## src/hdl/sse_pkg.sv

```systemverilog
// Shared widths and defaults for the selection sort core.
package sse_pkg;

    localparam int unsigned DATA_W       = 32;
    localparam int unsigned DEF_CAPACITY = 64;

endpackage

```

## src/hdl/selection_sort_engine_core.sv

```systemverilog
// Selection sort core: loads a batch, sorts it in place, streams it out ascending.
//
// Input stream (s_*): one signed 32-bit element per request in s_tdata, s_tlast
// marks the last element of the batch. Up to CAPACITY elements are kept; any
// further elements are dropped and the batch is flagged as overflowed.
// Output stream (m_*): the batch in ascending order, m_tlast on the final
// element, m_tuser set on every element of a batch that overflowed.
// Loading takes one cycle per element. After the last element the sort runs
// on a store with one write port and one read port and one shared compare
// unit: a pass over an unsorted prefix of length L reads one element per
// cycle. Each result then goes through read, load and hand over. s_tready
// is low from the last element of a batch until its final result has been
// taken; a stalled receiver simply holds the current result in the output
// register. Reset clears the element count, the overflow flag and the output
// valid; store contents are not cleared.
module selection_sort_engine_core #(
    parameter int unsigned CAPACITY = sse_pkg::DEF_CAPACITY
) (
    input  logic                       aclk,
    input  logic                       aresetn,
    input  logic                       s_tvalid,
    output logic                       s_tready,
    input  logic [sse_pkg::DATA_W-1:0] s_tdata,   // [31:0] value
    input  logic                       s_tlast,   // batch_end
    output logic                       m_tvalid,
    input  logic                       m_tready,
    output logic [sse_pkg::DATA_W-1:0] m_tdata,   // [31:0] sorted_value
    output logic                       m_tlast,   // final_res
    output logic                       m_tuser    // [0] overflowed
);
    import sse_pkg::*;

    localparam int unsigned IDX_W = $clog2(CAPACITY);
    localparam int unsigned CNT_W = $clog2(CAPACITY + 1);
    localparam logic [CNT_W-1:0] CAP_CNT = CNT_W'(CAPACITY);
    localparam logic [CNT_W-1:0] ONE_CNT = CNT_W'(1);
    localparam logic [CNT_W-1:0] TWO_CNT = CNT_W'(2);

    localparam int unsigned ST_W = 3;
    localparam logic [ST_W-1:0] ST_LOAD      = 3'd0;
    localparam logic [ST_W-1:0] ST_SCAN      = 3'd1;
    localparam logic [ST_W-1:0] ST_SWAP_A    = 3'd2;
    localparam logic [ST_W-1:0] ST_SWAP_B    = 3'd3;
    localparam logic [ST_W-1:0] ST_EMIT_RD   = 3'd4;
    localparam logic [ST_W-1:0] ST_EMIT_LD   = 3'd5;
    localparam logic [ST_W-1:0] ST_EMIT_WAIT = 3'd6;

    logic [ST_W-1:0]   state_reg, state_next;
    logic [CNT_W-1:0]  count_reg, count_next;
    logic              ovf_reg, ovf_next;
    logic [CNT_W-1:0]  len_reg, len_next;
    logic [CNT_W-1:0]  idx_reg, idx_next;
    logic              rd_pend_reg, rd_pend_next;
    logic [IDX_W-1:0]  rd_idx_reg, rd_idx_next;
    logic [DATA_W-1:0] last_val_reg, last_val_next;
    logic              out_vld_reg, out_vld_next;
    logic [DATA_W-1:0] out_data_reg, out_data_next;
    logic              out_last_reg, out_last_next;
    logic              out_user_reg, out_user_next;

    logic              mem_we, mem_re;
    logic [IDX_W-1:0]  mem_waddr, mem_raddr;
    logic [DATA_W-1:0] mem_wdata, rd_data;
    logic              cmp_en, cmp_first;
    logic [DATA_W-1:0] best_val;
    logic [IDX_W-1:0]  best_idx;
    logic [CNT_W-1:0]  load_cnt, len_m1, count_m1;

    sse_store #(
        .DEPTH  (CAPACITY),
        .ADDR_W (IDX_W)
    ) u_store (
        .aclk    (aclk),
        .we      (mem_we),
        .waddr   (mem_waddr),
        .wdata   (mem_wdata),
        .re      (mem_re),
        .raddr   (mem_raddr),
        .rd_data (rd_data)
    );

    sse_max_unit #(
        .IDX_W (IDX_W)
    ) u_max (
        .aclk     (aclk),
        .en       (cmp_en),
        .first    (cmp_first),
        .data     (rd_data),
        .idx      (rd_idx_reg),
        .best_val (best_val),
        .best_idx (best_idx)
    );

    assign load_cnt = (count_reg < CAP_CNT) ? count_reg + ONE_CNT : count_reg;
    assign len_m1   = len_reg - ONE_CNT;
    assign count_m1 = count_reg - ONE_CNT;

    always_comb begin
        state_next    = state_reg;
        count_next    = count_reg;
        ovf_next      = ovf_reg;
        len_next      = len_reg;
        idx_next      = idx_reg;
        rd_pend_next  = 1'b0;
        rd_idx_next   = rd_idx_reg;
        last_val_next = last_val_reg;
        out_vld_next  = out_vld_reg;
        out_data_next = out_data_reg;
        out_last_next = out_last_reg;
        out_user_next = out_user_reg;
        s_tready      = 1'b0;
        mem_we        = 1'b0;
        mem_waddr     = idx_reg[IDX_W-1:0];
        mem_wdata     = s_tdata;
        mem_re        = 1'b0;
        mem_raddr     = idx_reg[IDX_W-1:0];
        cmp_en        = 1'b0;
        cmp_first     = 1'b0;

        case (state_reg)
            ST_LOAD: begin
                s_tready = 1'b1;
                if (s_tvalid) begin
                    count_next = load_cnt;
                    if (count_reg < CAP_CNT) begin
                        mem_we    = 1'b1;
                        mem_waddr = count_reg[IDX_W-1:0];
                    end else begin
                        ovf_next = 1'b1;
                    end
                    if (s_tlast) begin
                        len_next   = load_cnt;
                        idx_next   = '0;
                        state_next = (load_cnt > ONE_CNT) ? ST_SCAN : ST_EMIT_RD;
                    end
                end
            end
            ST_SCAN: begin
                // issue reads 0..len-1, the compare unit takes each read data in the cycle after its read
                if (idx_reg < len_reg) begin
                    mem_re       = 1'b1;
                    rd_pend_next = 1'b1;
                    rd_idx_next  = idx_reg[IDX_W-1:0];
                    idx_next     = idx_reg + ONE_CNT;
                end
                if (rd_pend_reg) begin
                    cmp_en    = 1'b1;
                    cmp_first = (rd_idx_reg == '0);
                    if (CNT_W'(rd_idx_reg) == len_m1) begin
                        last_val_next = rd_data;
                        state_next    = ST_SWAP_A;
                    end
                end
            end
            ST_SWAP_A: begin
                mem_we    = 1'b1;
                mem_waddr = best_idx;
                mem_wdata = last_val_reg;
                state_next = ST_SWAP_B;
            end
            ST_SWAP_B: begin
                mem_we     = 1'b1;
                mem_waddr  = len_m1[IDX_W-1:0];
                mem_wdata  = best_val;
                len_next   = len_m1;
                idx_next   = '0;
                state_next = (len_reg > TWO_CNT) ? ST_SCAN : ST_EMIT_RD;
            end
            ST_EMIT_RD: begin
                mem_re     = 1'b1;
                state_next = ST_EMIT_LD;
            end
            ST_EMIT_LD: begin
                out_vld_next  = 1'b1;
                out_data_next = rd_data;
                out_last_next = (idx_reg == count_m1);
                out_user_next = ovf_reg;
                state_next    = ST_EMIT_WAIT;
            end
            ST_EMIT_WAIT: begin
                if (m_tready) begin
                    out_vld_next = 1'b0;
                    if (out_last_reg) begin
                        count_next = '0;
                        ovf_next   = 1'b0;
                        state_next = ST_LOAD;
                    end else begin
                        idx_next   = idx_reg + ONE_CNT;
                        state_next = ST_EMIT_RD;
                    end
                end
            end
            default: begin
                state_next = ST_LOAD;
            end
        endcase
    end

    always_ff @(posedge aclk) begin
        if (!aresetn) begin
            state_reg   <= ST_LOAD;
            count_reg   <= '0;
            ovf_reg     <= 1'b0;
            rd_pend_reg <= 1'b0;
            out_vld_reg <= 1'b0;
        end else begin
            state_reg   <= state_next;
            count_reg   <= count_next;
            ovf_reg     <= ovf_next;
            rd_pend_reg <= rd_pend_next;
            out_vld_reg <= out_vld_next;
        end
    end

    always_ff @(posedge aclk) begin
        len_reg      <= len_next;
        idx_reg      <= idx_next;
        rd_idx_reg   <= rd_idx_next;
        last_val_reg <= last_val_next;
        out_data_reg <= out_data_next;
        out_last_reg <= out_last_next;
        out_user_reg <= out_user_next;
    end

    assign m_tvalid = out_vld_reg;
    assign m_tdata  = out_data_reg;
    assign m_tlast  = out_last_reg;
    assign m_tuser  = out_user_reg;

endmodule

```

## src/hdl/sse_store.sv

```systemverilog
// Element store: one write port, one read port with registered read data.
module sse_store #(
    parameter int unsigned DEPTH  = sse_pkg::DEF_CAPACITY,
    parameter int unsigned ADDR_W = $clog2(sse_pkg::DEF_CAPACITY)
) (
    input  logic                       aclk,
    input  logic                       we,
    input  logic [ADDR_W-1:0]          waddr,
    input  logic [sse_pkg::DATA_W-1:0] wdata,
    input  logic                       re,
    input  logic [ADDR_W-1:0]          raddr,
    output logic [sse_pkg::DATA_W-1:0] rd_data
);
    import sse_pkg::*;

    logic [DATA_W-1:0] mem [DEPTH];
    logic [DATA_W-1:0] rd_data_reg;

    always_ff @(posedge aclk) begin
        if (we) begin
            mem[waddr] <= wdata;
        end
        if (re) begin
            rd_data_reg <= mem[raddr];
        end
    end

    assign rd_data = rd_data_reg;

endmodule

```

## src/hdl/sse_max_unit.sv

```systemverilog
// Shared signed compare unit: tracks the running maximum and its index over a scan.
module sse_max_unit #(
    parameter int unsigned IDX_W = $clog2(sse_pkg::DEF_CAPACITY)
) (
    input  logic                       aclk,
    input  logic                       en,
    input  logic                       first,
    input  logic [sse_pkg::DATA_W-1:0] data,
    input  logic [IDX_W-1:0]           idx,
    output logic [sse_pkg::DATA_W-1:0] best_val,
    output logic [IDX_W-1:0]           best_idx
);
    import sse_pkg::*;

    logic [DATA_W-1:0] best_val_reg;
    logic [IDX_W-1:0]  best_idx_reg;
    logic              take;

    // strictly greater, so the earliest of equal maxima stays
    assign take = first || ($signed(data) > $signed(best_val_reg));

    always_ff @(posedge aclk) begin
        if (en && take) begin
            best_val_reg <= data;
            best_idx_reg <= idx;
        end
    end

    assign best_val = best_val_reg;
    assign best_idx = best_idx_reg;

endmodule

```

## config.mk

```make
export PLATFORM = sky130hd
export DESIGN_NAME = selection_sort_engine_core
export DESIGN_NICKNAME = d
export VERILOG_FILES = /design/src/hdl/sse_pkg.sv /design/src/hdl/selection_sort_engine_core.sv /design/src/hdl/sse_store.sv /design/src/hdl/sse_max_unit.sv
export SDC_FILE = /design/constraint.sdc
export NUM_CORES = 2
export LEC_CHECK = 0
export ABC_CLOCK_PERIOD_IN_PS = 5750
export BUFFER_PORTS_ARGS = -buffer_cell sky130_fd_sc_hd__buf_2
export CAP_MARGIN = 20
export CORE_UTILIZATION = 45
export DETAILED_ROUTE_END_ITERATION = 10
export PLACE_DENSITY = 0.56
export SYNTH_ARGS = -nofsm -noshare
export SYNTH_HDL_FRONTEND = slang
export SYNTH_SLANG_ARGS = --single-unit
```

## constraint.sdc

```tcl
create_clock -name aclk -period 5.75 [get_ports aclk]
set_input_delay 1.15 -clock aclk [delete_from_list [all_inputs] [get_ports aclk]]
set_output_delay 1.15 -clock aclk [all_outputs]
set_load 0.05 [all_outputs]
```

==> flow_summary_export.csv <==
group,metric,value,unit
run_status,status,"finished with violations",
run_status,violations,"design-rule violations",
timing,tightest_slew,1.08,ns
synthesis,synth_area,85400,um^2
pwr,switching_share,0.314,
pwr,seqPwrFrac,0.423,
pwr,combPwrFrac,0.271,
floorplanning,io_pins,73,
clock_network,cts.sinks,2217,
global_route,track_usage,0.226,
timing,skew,0.0244,ns
pwr,p_per_area,477,nW/um^2
critical_path,critPathKind,"reg2reg",
clock_network,ctsResizeCount,0,
cells_and_area,layout_common_cells,"edfxtp_1, mux4_2, clkbuf_16",
routing,via_per_inst,6.01,
floorplanning,initial_core_util,0.454,
global_route,first_global_vias,40996,
synthesis,synth_top_family_by_area,"multiplexers",
pwr,switchingPower,0.0146,W
critical_path,reg2reg_to,"u_store.mem[23][25]",
timing,finalWorstSetupSlack,1.30,ns
hold_path,min_to,"m_tuser",
clock_network,cts_tree,"built",
hold_path,hold_class,"reg2reg",
critical_path,cp.required,6.30,ns
placement,pre_cts_ws,1.11,ns
clock_network,path_clk_slew,0.06,ns
job,cap_violations,0,
global_route,antenna_found_initial,7,
clock_network,cts.path.max_buffers,3,
timing,hold_viol_final,0,
timing,rsz0062_at_grt,"false",
synthesis,synth-xor-area-share,0.00308,
synthesis,synth_fp_nets,4020,
routing,wl_per_cell,31.4,um
synthesis,async_flop_share,0,
clock_network,numCtsBuffers,220,
clock_network,cts_max_level,4,
critical_path,cp_max_fo,26,
timing,slew_viol_final,0,
synthesis,muxShareOfSynthArea,0.141,
routing,drt_iter0_drc,4759,
critical_path,start_kind,"flip-flop",
pwr,leakagePower,30.6,nW
synthesis,synth-seq-cells,2217,
timing,timing.fmax,225,MHz
hold_path,worstHoldStart,"ovf_reg",
routing,detail_route.wirelength,216000,um
floorplanning,die_w,438,um
cells_and_area,layout.nets,4270,
timing,layout_min_cycle_time,4.45,ns
clock_network,cts_hold_repair.buffers,0,
clock_network,insertion_delay,0.85,ns
floorplanning,dieHeight,438,um
cells_and_area,largest_reg_flops,2048,
synthesis,yosys_warnings,0,
global_route,grt_pass1_wl,308000,um
placement,gp_congestion,0.890,
timing,setup-tns-final,0,ns
synthesis,synthAdderAreaFrac,0.00630,
clock_network,cts_root_buf,"clkbuf_16",
synthesis,synth_edf_count,2204,
critical_path,r2r.worst_path.cells,7,
floorplanning,core_area,188000,um^2
global_route,grt_max_degree,104,
critical_path,rrSetupSlack,1.30,ns
placement,placedInstanceArea,90500,um^2
synthesis,syn_inst,3940,
cells_and_area,largest-register,"u_store.mem",
routing,postRouteAntennaNets,0,
cells_and_area,layout_commonest_cell,"edfxtp_1",
routing,drtPass1Iterations,8,
hold_path,hold_depth,0,
synthesis,synthSimpleGateAreaFrac,0.0195,
timing,min_period_over_period,0.773,
placement,numPortBuffers,72,
placement,place_hpwl,130000,um
critical_path,cp.arrival,5.00,ns
synthesis,synth.avg_cell_area,21.7,um^2
synthesis,synthDistinctLibCells,64,
routing,route.vias.total,41293,
synthesis,seq_area_frac_synth,0.778,
critical_path,regToRegStartpoint,"state_reg[1]",
floorplanning,dieArea,191000,um^2
routing,drc,28,
critical_path,cp-end-kind,"flip-flop",
pwr,p_int,0.0320,W
cells_and_area,postLayoutCellArea,97700,um^2
global_route,overflow,0,
cells_and_area,area.growth.synth_to_final,14.4,%
floorplanning,placementRows,159,
pwr,power_frac_clock,0.306,
pwr,ir_drop,399,uV
synthesis,synth_compound_area_frac,0.0389,
cells_and_area,drive_above_1_share,0.268,
clock_network,cts_setup_buffers,0,
timing,setup_violations,0,
synthesis,synth_top_flop_cell,"edfxtp_1",
timing,slew_headroom,0.278,
## logic make-up after synthesis
| family | count (synthesis) |
|---|---|
| fa+ha+maj | 43 |
| mux | 579 |
| buf+inv | 271 |
| compound gates | 449 |
| xor+xnor | 30 |
| flops | 2217 |
| simple gates | 351 |
## cells in the mapped netlist (4+ instances only)
master / n / area [um^2]
o22ai_1: 20 / 125
inv_1: 46 / 173
mux4_2: 496 / 11200
nor2b_1: 14 / 87.6
a22oi_1: 85 / 638
buf_1: 19 / 71.3
o221ai_1: 40 / 350
a21oi_1: 56 / 280
a22o_1: 65 / 569
nand2b_1: 25 / 156
a211oi_1: 16 / 120
buf_2: 69 / 345
nand2_1: 96 / 360
ha_1: 43 / 538
edfxtp_1: 2204 / 66200
and2_1: 4 / 25.0
o211ai_1: 18 / 135
nor2_1: 105 / 394
or3_1: 4 / 25.0
xor2_1: 16 / 140
nand3_1: 46 / 230
o21ai_0: 52 / 260
and3_1: 5 / 31.3
nand4_1: 11 / 68.8
xnor2_1: 14 / 123
dfxtp_1: 13 / 260
mux2i_1: 81 / 811
nor4_1: 7 / 43.8
clkbuf_1: 130 / 488
a221oi_1: 68 / 596
a211o_1: 7 / 61.3
nor3_1: 14 / 70.1
## per-stage QoR
step | hold slack (ns) | std cells | util | power (W)
after global placement | 0.423 | 6454 | 0.480 | 0.0326
after floorplan | 0.410 | 3940 | - | 0.0274
after CTS | 0.442 | 6871 | 0.519 | 0.0469
after global routing | 0.456 | 6872 | 0.519 | 0.0481
after detailed placement | 0.426 | 6462 | 0.481 | 0.0327
final | 0.447 | 6876 | 0.520 | 0.0466
## routing by layer
layer / GRT usage / vias to the layer above / wire (um)
met5: 0 / - / 0
met4: 0.0678 / 0 / 6280
met3: 0.0375 / 258 / 15700
met2: 0.332 / 1619 / 97500
met1: 0.349 / 22178 / 96600
li1: - / 17238 / -
## power groups by stage
stage	sequential (W)	combinational, W	clock, W
3_5_place_dp	0.0200	0.0127	0
4_1_cts	0.0197	0.0127	0.0145
3_3_place_gp	0.0200	0.0126	0
5_1_grt	0.0198	0.0133	0.0151
2_1_floorplan	0.0200	0.00737	0
6_report	0.0197	0.0126	0.0143
## area by class of cell
type	instances	area, um^2
diodes	4	10.0
clock buffers	271	5740
clock inverters	138	1390
fillers	14613	90300
inverters	46	173
multi-input cells	1452	18700
flip-flops and latches	2217	66400
well taps	2495	3120
repair buffers	253	2100
## how the worst max path moves through the flow
stage	depth (start not counted)	end	start
after floorplan	6	u_store.mem[0][11]	state_reg[0]
after global placement	8	u_store.mem[9][27]	s_tvalid
after detailed placement	8	u_store.mem[9][22]	s_tvalid
after CTS	7	u_store.mem[23][25]	state_reg[1]
after global routing	7	u_store.mem[63][8]	state_reg[1]
final	7	u_store.mem[23][25]	state_reg[1]
## critical path, cell delays in order, from the launching register on
cell      delay, ns
dfxtp_1        0.95
inv_1          0.20
or3_1          0.59
o221ai_1       0.55
o21a_1         0.38
nand3_1        0.41
nor2_4         0.71
buf_4          0.32
Note: power is estimated with default switching activity, not from simulation.
